===== src/rtl/core/fnvde_pkg.sv =====
// ----------------------------------------------------------------------------
// FNV-1a digest engine package
// Constants, the queue entry type and the FNV-1a fold function.
// ----------------------------------------------------------------------------
package fnvde_pkg;

    localparam logic [63:0] FNV_BASIS        = 64'hCBF2_9CE4_8422_2325;
    localparam int          MAX_DIGEST_BYTES = 64;
    localparam int          CFG_LEN_W        = 7;
    localparam logic [CFG_LEN_W-1:0] CFG_LEN_RESET = 7'd32;
    localparam int          QUEUE_DEPTH      = 4;

    // Register indexes of the configuration port.
    localparam logic REG_DIGEST_LENGTH = 1'b0;

    typedef enum logic [1:0] {
        OP_ABSORB        = 2'd0,
        OP_FINISH        = 2'd1,
        OP_ABSORB_FINISH = 2'd2
    } op_kind_t;

    typedef struct packed {
        op_kind_t    kind;
        logic [7:0]  data;
    } fnvde_op_t;

    // One FNV-1a step. The prime is 2^40 + 0x1B3, so the product is a sum of
    // shifted copies of the state, modulo 2^64.
    function automatic logic [63:0] fnv_fold(input logic [63:0] s, input logic [7:0] b);
        logic [63:0] x;
        x = s ^ {56'd0, b};
        return (x << 40) + (x << 8) + (x << 7) + (x << 5) + (x << 4) + (x << 1) + x;
    endfunction

endpackage


===== src/rtl/core/fnvde_msg_if.sv =====
// ----------------------------------------------------------------------------
// FNV-1a digest engine message channel
// Valid/ready channel that carries one message item.
// ----------------------------------------------------------------------------
interface fnvde_msg_if;
    logic       valid;
    logic       ready;
    logic [7:0] data_byte;
    logic       byte_present;
    logic       end_of_message;

    modport source (output valid, output data_byte, output byte_present,
                    output end_of_message, input ready);
    modport sink   (input valid, input data_byte, input byte_present,
                    input end_of_message, output ready);
endinterface


===== src/rtl/core/fnvde_digest_if.sv =====
// ----------------------------------------------------------------------------
// FNV-1a digest engine digest channel
// Valid/ready channel that carries one digest byte.
// ----------------------------------------------------------------------------
interface fnvde_digest_if;
    logic       valid;
    logic       ready;
    logic [7:0] digest_byte;
    logic       digest_last;

    modport source (output valid, output digest_byte, output digest_last, input ready);
    modport sink   (input valid, input digest_byte, input digest_last, output ready);
endinterface


===== src/rtl/core/fnv1a64_digest_engine_core.sv =====
// ----------------------------------------------------------------------------
// FNV-1a 64-bit digest engine
// Hashes a byte stream and emits a configurable-length digest per message.
// ----------------------------------------------------------------------------
// Usage:
//   Message items arrive on the msg channel, one optional byte per item. An
//   item with end_of_message set closes the message after its byte, if any.
//   Digest bytes leave on the digest channel in index order, with
//   digest_last set on the final one. The digest length is set over APB at
//   byte address 0 and must only be written while the engine is idle.
// Absorption and emission:
//   One message byte is absorbed per cycle while no digest is emitted.
//   A closing item folds in the byte count, then L digest bytes follow,
//   L being the clamped digest length; each comes from the single digest
//   state register, as one more FNV-1a step on it. The first digest byte
//   is registered once the back end has popped the closing item.
// Reset and stalls:
//   Reset returns the hash to the offset basis, the byte count to zero and
//   the digest length to 32 bytes, and empties the queue. A stalled receiver
//   holds the output register; the four-entry queue keeps taking items
//   meanwhile and msg.ready drops only when it is full.
// ----------------------------------------------------------------------------
module fnv1a64_digest_engine_core
    import fnvde_pkg::*;
#(
    parameter int MAX_DIGEST_BYTES = fnvde_pkg::MAX_DIGEST_BYTES
)
(
    input  logic           clk,
    input  logic           rst_n,
    fnvde_msg_if.sink      msg,
    fnvde_digest_if.source digest,
    input  logic           psel,
    input  logic           penable,
    input  logic           pwrite,
    input  logic [2:0]     paddr,
    input  logic [31:0]    pwdata,
    output logic [31:0]    prdata,
    output logic           pready
);

    // Digest length as held in the register, before clamping.
    logic [CFG_LEN_W-1:0] digest_length;

    // Queue head toward the back end, and its pop strobe.
    logic      op_valid;
    fnvde_op_t op;
    logic      op_pop;

    fnvde_regs u_regs
    (
        .clk           (clk),
        .rst_n         (rst_n),
        .psel          (psel),
        .penable       (penable),
        .pwrite        (pwrite),
        .paddr         (paddr),
        .pwdata        (pwdata),
        .prdata        (prdata),
        .pready        (pready),
        .digest_length (digest_length)
    );

    // The front end drops items that carry neither a byte nor an end mark.
    fnvde_front u_front
    (
        .clk      (clk),
        .rst_n    (rst_n),
        .msg      (msg),
        .op_valid (op_valid),
        .op       (op),
        .op_pop   (op_pop)
    );

    // The back end stops popping the queue while a digest is being emitted.
    fnvde_back
    #(
        .MAX_DIGEST_BYTES (MAX_DIGEST_BYTES)
    )
    u_back
    (
        .clk           (clk),
        .rst_n         (rst_n),
        .digest_length (digest_length),
        .op_valid      (op_valid),
        .op            (op),
        .op_pop        (op_pop),
        .digest        (digest)
    );

endmodule


===== src/rtl/core/fnvde_regs.sv =====
// ----------------------------------------------------------------------------
// FNV-1a digest engine registers
// APB register file holding the digest length.
// ----------------------------------------------------------------------------
module fnvde_regs
    import fnvde_pkg::*;
(
    input  logic                 clk,
    input  logic                 rst_n,
    input  logic                 psel,
    input  logic                 penable,
    input  logic                 pwrite,
    input  logic [2:0]           paddr,
    input  logic [31:0]          pwdata,
    output logic [31:0]          prdata,
    output logic                 pready,
    output logic [CFG_LEN_W-1:0] digest_length
);

    logic [CFG_LEN_W-1:0] len_reg;
    logic [CFG_LEN_W-1:0] len_next;
    logic                 wr_en;

    assign pready = 1'b1;
    assign wr_en  = psel && penable && pwrite && (paddr[2] == REG_DIGEST_LENGTH);

    always_comb
    begin
        len_next = len_reg;
        if (wr_en)
        begin
            len_next = pwdata[CFG_LEN_W-1:0];
        end
    end

    always_ff @(posedge clk or negedge rst_n)
    begin
        if (!rst_n)
        begin
            len_reg <= CFG_LEN_RESET;
        end
        else
        begin
            len_reg <= len_next;
        end
    end

    always_comb
    begin
        case (paddr[2])
            REG_DIGEST_LENGTH: prdata = {{(32-CFG_LEN_W){1'b0}}, len_reg};
            default:           prdata = 32'd0;
        endcase
    end

    assign digest_length = len_reg;

endmodule


===== src/rtl/core/fnvde_front.sv =====
// ----------------------------------------------------------------------------
// FNV-1a digest engine front end
// Accepts message items, classifies them and queues them for the back end.
// ----------------------------------------------------------------------------
module fnvde_front
    import fnvde_pkg::*;
(
    input  logic          clk,
    input  logic          rst_n,
    fnvde_msg_if.sink     msg,
    output logic          op_valid,
    output fnvde_op_t     op,
    input  logic          op_pop
);

    localparam int PTR_W = $clog2(QUEUE_DEPTH);
    localparam int CNT_W = $clog2(QUEUE_DEPTH + 1);
    localparam logic [PTR_W-1:0] LAST_PTR = PTR_W'(QUEUE_DEPTH - 1);
    localparam logic [CNT_W-1:0] FULL_CNT = CNT_W'(QUEUE_DEPTH);

    fnvde_op_t        queue_mem [QUEUE_DEPTH];
    logic [PTR_W-1:0] wr_ptr_reg, wr_ptr_next;
    logic [PTR_W-1:0] rd_ptr_reg, rd_ptr_next;
    logic [CNT_W-1:0] count_reg, count_next;
    logic             push;
    logic             pop;
    logic             useful;
    fnvde_op_t        new_op;

    // An item with neither a byte nor an end mark changes nothing and is dropped.
    assign useful = msg.byte_present || msg.end_of_message;

    always_comb
    begin
        new_op.data = msg.data_byte;
        if (msg.byte_present && msg.end_of_message)
        begin
            new_op.kind = OP_ABSORB_FINISH;
        end
        else if (msg.end_of_message)
        begin
            new_op.kind = OP_FINISH;
        end
        else
        begin
            new_op.kind = OP_ABSORB;
        end
    end

    assign msg.ready = (count_reg != FULL_CNT);
    assign push      = msg.valid && msg.ready && useful;
    assign op_valid  = (count_reg != '0);
    assign pop       = op_pop && op_valid;
    assign op        = queue_mem[rd_ptr_reg];

    always_comb
    begin
        wr_ptr_next = wr_ptr_reg;
        rd_ptr_next = rd_ptr_reg;
        count_next  = count_reg;
        if (push)
        begin
            wr_ptr_next = (wr_ptr_reg == LAST_PTR) ? '0 : wr_ptr_reg + 1'b1;
        end
        if (pop)
        begin
            rd_ptr_next = (rd_ptr_reg == LAST_PTR) ? '0 : rd_ptr_reg + 1'b1;
        end
        if (push && !pop)
        begin
            count_next = count_reg + 1'b1;
        end
        else if (pop && !push)
        begin
            count_next = count_reg - 1'b1;
        end
    end

    always_ff @(posedge clk or negedge rst_n)
    begin
        if (!rst_n)
        begin
            wr_ptr_reg <= '0;
            rd_ptr_reg <= '0;
            count_reg  <= '0;
        end
        else
        begin
            wr_ptr_reg <= wr_ptr_next;
            rd_ptr_reg <= rd_ptr_next;
            count_reg  <= count_next;
        end
    end

    always_ff @(posedge clk)
    begin
        if (push)
        begin
            queue_mem[wr_ptr_reg] <= new_op;
        end
    end

endmodule


===== src/rtl/core/fnvde_back.sv =====
// ----------------------------------------------------------------------------
// FNV-1a digest engine back end
// Absorbs queued bytes into the hash and sequences digest emission.
// ----------------------------------------------------------------------------
module fnvde_back
    import fnvde_pkg::*;
#(
    parameter int MAX_DIGEST_BYTES = fnvde_pkg::MAX_DIGEST_BYTES
)
(
    input  logic                 clk,
    input  logic                 rst_n,
    input  logic [CFG_LEN_W-1:0] digest_length,
    input  logic                 op_valid,
    input  fnvde_op_t            op,
    output logic                 op_pop,
    fnvde_digest_if.source       digest
);

    localparam int IDX_W = $clog2(MAX_DIGEST_BYTES);
    localparam logic [CFG_LEN_W-1:0] MAX_LEN = CFG_LEN_W'(MAX_DIGEST_BYTES);

    typedef enum logic {
        ST_ABSORB = 1'b0,
        ST_EMIT   = 1'b1
    } state_t;

    state_t           state_reg, state_next;
    logic [63:0]      hash_reg, hash_next;
    logic [63:0]      count_reg, count_next;
    logic [63:0]      dig_reg, dig_next;
    logic [IDX_W-1:0] idx_reg, idx_next;
    logic [IDX_W-1:0] last_idx_reg, last_idx_next;
    logic             out_valid_reg, out_valid_next;
    logic [7:0]       out_byte_reg, out_byte_next;
    logic             out_last_reg, out_last_next;

    logic [63:0]          absorbed_hash;
    logic [63:0]          absorbed_count;
    logic [63:0]          emit_state;
    logic [CFG_LEN_W-1:0] clamped_len;
    logic                 has_byte;
    logic                 has_end;
    logic                 out_free;

    assign has_byte = op.kind inside {OP_ABSORB, OP_ABSORB_FINISH};
    assign has_end  = op.kind inside {OP_FINISH, OP_ABSORB_FINISH};
    assign out_free = !out_valid_reg || digest.ready;
    assign op_pop   = (state_reg == ST_ABSORB) && op_valid;

    // Zero length is treated as one byte, lengths past the maximum saturate.
    always_comb
    begin
        if (digest_length == '0)
        begin
            clamped_len = CFG_LEN_W'(1);
        end
        else if (digest_length > MAX_LEN)
        begin
            clamped_len = MAX_LEN;
        end
        else
        begin
            clamped_len = digest_length;
        end
    end

    assign absorbed_hash  = has_byte ? fnv_fold(hash_reg, op.data) : hash_reg;
    assign absorbed_count = has_byte ? count_reg + 64'd1 : count_reg;
    assign emit_state     = fnv_fold(dig_reg, {{(8-IDX_W){1'b0}}, idx_reg});

    always_comb
    begin
        state_next     = state_reg;
        hash_next      = hash_reg;
        count_next     = count_reg;
        dig_next       = dig_reg;
        idx_next       = idx_reg;
        last_idx_next  = last_idx_reg;
        out_valid_next = out_valid_reg;
        out_byte_next  = out_byte_reg;
        out_last_next  = out_last_reg;

        if (out_valid_reg && digest.ready)
        begin
            out_valid_next = 1'b0;
        end

        case (state_reg)
            ST_ABSORB:
            begin
                if (op_valid)
                begin
                    if (has_end)
                    begin
                        dig_next      = absorbed_hash ^ absorbed_count;
                        hash_next     = FNV_BASIS;
                        count_next    = '0;
                        idx_next      = '0;
                        last_idx_next = IDX_W'(clamped_len - 1'b1);
                        state_next    = ST_EMIT;
                    end
                    else
                    begin
                        hash_next  = absorbed_hash;
                        count_next = absorbed_count;
                    end
                end
            end
            ST_EMIT:
            begin
                if (out_free)
                begin
                    dig_next       = emit_state;
                    out_byte_next  = emit_state[7:0];
                    out_last_next  = (idx_reg == last_idx_reg);
                    out_valid_next = 1'b1;
                    idx_next       = idx_reg + 1'b1;
                    if (idx_reg == last_idx_reg)
                    begin
                        state_next = ST_ABSORB;
                    end
                end
            end
            default:
            begin
                state_next = ST_ABSORB;
            end
        endcase
    end

    always_ff @(posedge clk or negedge rst_n)
    begin
        if (!rst_n)
        begin
            state_reg     <= ST_ABSORB;
            hash_reg      <= FNV_BASIS;
            count_reg     <= '0;
            dig_reg       <= '0;
            idx_reg       <= '0;
            last_idx_reg  <= '0;
            out_valid_reg <= 1'b0;
            out_byte_reg  <= '0;
            out_last_reg  <= 1'b0;
        end
        else
        begin
            state_reg     <= state_next;
            hash_reg      <= hash_next;
            count_reg     <= count_next;
            dig_reg       <= dig_next;
            idx_reg       <= idx_next;
            last_idx_reg  <= last_idx_next;
            out_valid_reg <= out_valid_next;
            out_byte_reg  <= out_byte_next;
            out_last_reg  <= out_last_next;
        end
    end

    assign digest.valid       = out_valid_reg;
    assign digest.digest_byte = out_byte_reg;
    assign digest.digest_last = out_last_reg;

endmodule


===== src/flat_wrapper.sv =====
// flat-port wrapper written by rule: the top's interface ports become plain ports
module fnv1a64_digest_engine_core_flat import fnvde_pkg::*;
#(
    parameter int MAX_DIGEST_BYTES = fnvde_pkg::MAX_DIGEST_BYTES
)
  (clk, rst_n, psel, penable, pwrite, paddr, pwdata, prdata, pready, msg_valid, msg_data_byte, msg_byte_present, msg_end_of_message, msg_ready, digest_valid, digest_digest_byte, digest_digest_last, digest_ready);
  fnvde_msg_if msg_i ();
  fnvde_digest_if digest_i ();
  input  logic clk;
  input  logic rst_n;
  input  logic psel;
  input  logic penable;
  input  logic pwrite;
  input  logic [2:0] paddr;
  input  logic [31:0] pwdata;
  output logic [31:0] prdata;
  output logic pready;
  input wire logic [$bits(msg_i.valid)-1:0] msg_valid;
  input wire logic [$bits(msg_i.data_byte)-1:0] msg_data_byte;
  input wire logic [$bits(msg_i.byte_present)-1:0] msg_byte_present;
  input wire logic [$bits(msg_i.end_of_message)-1:0] msg_end_of_message;
  output wire logic [$bits(msg_i.ready)-1:0] msg_ready;
  output wire logic [$bits(digest_i.valid)-1:0] digest_valid;
  output wire logic [$bits(digest_i.digest_byte)-1:0] digest_digest_byte;
  output wire logic [$bits(digest_i.digest_last)-1:0] digest_digest_last;
  input wire logic [$bits(digest_i.ready)-1:0] digest_ready;
  assign msg_i.valid = msg_valid;
  assign msg_i.data_byte = msg_data_byte;
  assign msg_i.byte_present = msg_byte_present;
  assign msg_i.end_of_message = msg_end_of_message;
  assign msg_ready = msg_i.ready;
  assign digest_valid = digest_i.valid;
  assign digest_digest_byte = digest_i.digest_byte;
  assign digest_digest_last = digest_i.digest_last;
  assign digest_i.ready = digest_ready;
  fnv1a64_digest_engine_core #(.MAX_DIGEST_BYTES(MAX_DIGEST_BYTES)) u_core (.clk(clk), .rst_n(rst_n), .msg(msg_i), .digest(digest_i), .psel(psel), .penable(penable), .pwrite(pwrite), .paddr(paddr), .pwdata(pwdata), .prdata(prdata), .pready(pready));
endmodule

===== config.mk =====
export PLATFORM = sky130hd
export DESIGN_NAME = fnv1a64_digest_engine_core_flat
export DESIGN_NICKNAME = d
export VERILOG_FILES = /design/src/rtl/core/fnvde_pkg.sv /design/src/rtl/core/fnvde_msg_if.sv /design/src/rtl/core/fnvde_digest_if.sv /design/src/rtl/core/fnv1a64_digest_engine_core.sv /design/src/rtl/core/fnvde_regs.sv /design/src/rtl/core/fnvde_front.sv /design/src/rtl/core/fnvde_back.sv /design/src/flat_wrapper.sv
export SDC_FILE = /design/constraint.sdc
export NUM_CORES = 1
export LEC_CHECK = 0
export BUFFER_PORTS_ARGS = -buffer_cell sky130_fd_sc_hd__buf_4
export CORE_ASPECT_RATIO = 1.5
export CORE_UTILIZATION = 35
export CTS_CLUSTER_SIZE = 28
export DETAILED_ROUTE_END_ITERATION = 6
export SYNTH_ARGS = -nofsm -noshare
export SYNTH_HDL_FRONTEND = slang
export SYNTH_HIERARCHICAL = 1
export SYNTH_SLANG_ARGS = --single-unit

===== constraint.sdc =====
create_clock -name clk -period 6.2 [get_ports clk]
set_input_delay 0.93 -clock clk [delete_from_list [all_inputs] [get_ports clk]]
set_output_delay 0.93 -clock clk [all_outputs]
set_load 0.05 [all_outputs]

==> run_results.csv <==
group,metric,value,unit
run_status,outcome,"complete, no violations",
drt,wirelength,11450,um
layout,num-nets-final,649,
place,io_buffers,42,
synthesis,ys_types,58,
synthesis,async_reset_ff_frac,0.6040,
timing,post-route-period-util,0.8300,
floorplanning,start_util,0.3575,
layout,final_area,6671,um2
synthesis,synth_top_area_share,0.2390,
place,postPlaceCellArea,6387,um2
timing,worst_pin_slew,0.7875,ns
drt,wl_per_cell,15.05,um
synthesis,ys_ff_latch,101,
synthesis,ys.flop_type,"dfrtp_1",
synthesis,synthMuxAreaShare,0.07696,
drt,num_vias,3704,
layout,drive_above_1_share,0.1833,
timing,slew_headroom,0.4750,
layout,final_cell_mix,"nand2_1 (60), dfrtp_1 (57), buf_4 (44), ha_1 (40), edfxtp_1 (40)",
synthesis,ys_seq_area_frac,0.4580,
timing,finalHoldViolCount,0,
worst_setup_path,r2r_slack,1.05,ns
layout,syn_to_final_growth,11.81,%
synthesis,yosysTopAreaCell,"dfrtp_1",
clock_tree,clock_sinks,101,
floorplanning,fp.dieArea,17590,um2
synthesis,synth_cells,508,
clock_tree,cts_resized,0,
worst_setup_path,path_max_fanout,8,
worst_setup_path,crit_path_end_kind,"register",
worst_setup_path,cpMaxStageDelayCell,"mux4_2",
synthesis,synth-simple-area-share,0.1105,
clock_tree,cts.reportedPaths.clkPinSlew,0.07,ns
worst_setup_path,worstPathRequired,6.45,ns
floorplanning,die_w,108.6,um
layout,regMostFlops,"u_core/u_front/queue_mem",
drt,drc,0,
synthesis,syn_area_per_cell,11.75,um2
drt,drt_iter0_markers,192,
layout,largest_reg_flops,40,
clock_tree,cts_made_buffers,9,
clock_tree,ctsHtreeMaxLevel,3,
timing,fmax,194.3,MHz
global_route,met1_usage,0.1455,
clock_tree,cts_hold_buffers,0,
timing,rsz0062_at_grt,"no",
floorplanning,core.rowCount,58,
place,gp_congestion,0.8201,
global_route,grt_pass1_vias,3935,
floorplanning,pin_count,96,
timing,setup_tns,0,ns
place,hpwl,8782,um
clock_tree,insertion_delay,0.33,ns
worst_setup_path,r2r_cells,18,
global_route,antenna_found_initial,0,
drt,via_per_inst,4.867,
global_route,met3_usage,0.02127,
clock_tree,root_buffer,"clkbuf_16",
timing,slew_viol_final,0,
synthesis,synth-edff-count,40,
synthesis,syn_area,5967,um2
timing,fin_crit,5.146,ns
synthesis,synthAdderAreaFrac,0.1208,
drt,dr.pass1.iters,4,
synthesis,synth_top_family_by_area,"adder cells",
min_path,hold_path_depth,2,
worst_setup_path,cpPeakStageDelay,0.57,ns
synthesis,synth_compound_area_frac,0.06710,
synthesis,ys.warnings.count,6,
layout,final_common_cell,"nand2_1",
layout,final_util,0.3997,
global_route,grt_overflow,0,
worst_setup_path,critPathKind,"reg -> reg",
place,place_ws,1.017,ns
synthesis,synth_xor_area_frac,0.1019,
global_route,grt_max_degree,62,
worst_setup_path,startpoint_type,"register",
synthesis,synth_area_leaders,"dfrtp_1 (24%), edfxtp_1 (20%), ha_1 (8.4%)",
timing,timing.final.ws_setup,1.054,ns
clock_tree,post_cts_buffers,0,
global_route,busiest_layer,"met2",
global_route,grt_pass1_wl,19020,um
timing,skew,0.007237,ns
worst_setup_path,worstPathCellList,"mux4_2, xnor2_1, inv_1, xnor2_1, ha_1, inv_1, fa_1, inv_1, ha_1, ha_1, ha_1, inv_1, fa_1, xor2_1, xnor2_1, xnor3_2, mux2i_1, o31ai_2",
timing,setup_viol,0,
worst_setup_path,arrival,5.40,ns
layout,diodes,0,
floorplanning,coreArea,16690,um2
min_path,min_path_type,"reg -> reg",
clock_tree,cts_buffer_depth,2,
floorplanning,dieHeight,161.9,um
clock_tree,cts_tree,"done",
drt,detail-route-antenna-nets,0,
run,maxCapViolCount,0,
global_route,grtUsageTotal,0.1402,
global_route,use_met2,0.2808,
[synth_stat cells (all sizes together) (4+ instances only)]
cell type / count
nor2: 25
nand2b: 4
xor2: 22
dfrtp: 57
o21ai: 27
dfstp: 4
buf: 31
xnor3: 7
nand3: 7
inv: 31
a21oi: 11
mux4: 10
fa: 11
edfxtp: 40
xnor2: 24
a22o: 5
ha: 40
and2b: 7
mux2i: 8
o31ai: 5
and2: 7
clkbuf: 10
nor3: 5
nand2: 61
mux2: 13
[stage by stage]
step | instances | hold slack, ns
6_report | 761 | 0.4814
5_1_grt | 761 | 0.5158
4_1_cts | 761 | 0.4809
3_5_place_dp | 745 | 0.4671
3_3_place_gp | 745 | 0.4653
2_1_floorplan | 532 | 0.4530
[area by class of cell]
cell class,count,area [um2]
Fill cell,1617,10020
Multi-Input combinational cell,359,2945
Tap cell,210,262.8
Timing Repair Buffer,44,330.3
Clock inverter,5,51.30
Clock buffer,11,232.7
Sequential cell,101,2733
Inverter,31,116.4
[per-layer routing]
layer / share of wire / routed length [um] / up-vias
met5: 0 / 0 / -
met4: 0.0067 / 77 / 0
met3: 0.022 / 250 / 7
met2: 0.59 / 6809 / 73
met1: 0.38 / 4312 / 1841
li1: - / - / 1783
[path summary, 6_finish.rpt]
kind	start	endpoint
worst max-delay path	u_core/u_front/rd_ptr_reg[0]	u_core/u_back/dig_reg[7]
worst min-delay path	u_core/u_back/hash_reg[2]	u_core/u_back/hash_reg[2]
worst max register to register	u_core/u_front/rd_ptr_reg[0]	u_core/u_back/dig_reg[7]
worst min register to register	u_core/u_back/hash_reg[2]	u_core/u_back/hash_reg[2]
max in group asynchronous	rst_n	u_core/u_back/hash_reg[7]
min in group asynchronous	rst_n	u_core/u_back/digest.valid
[critical path, delay by kind of cell, from the launching register on]
kind                       cells  cell delay (ns)
AOI/OAI and AO/OA              1             0.20
xor gates and xnor gates       5             1.34
buffers and inverters          4             0.34
DFF                            1             0.56
adders and majority gates      6             1.88
muxes                          2             0.72
[logic make-up after synthesis]
group,after synthesis
xor gates and xnor gates,54
buffers and inverters,72
DFF,101
adders and majority gates,51
muxes,31
AOI/OAI and AO/OA,63
and+or+nand+nor,134
other,2
Power is not shown: default switching activity piles up to over one toggle a cycle in this logic, so the estimate is an artifact.
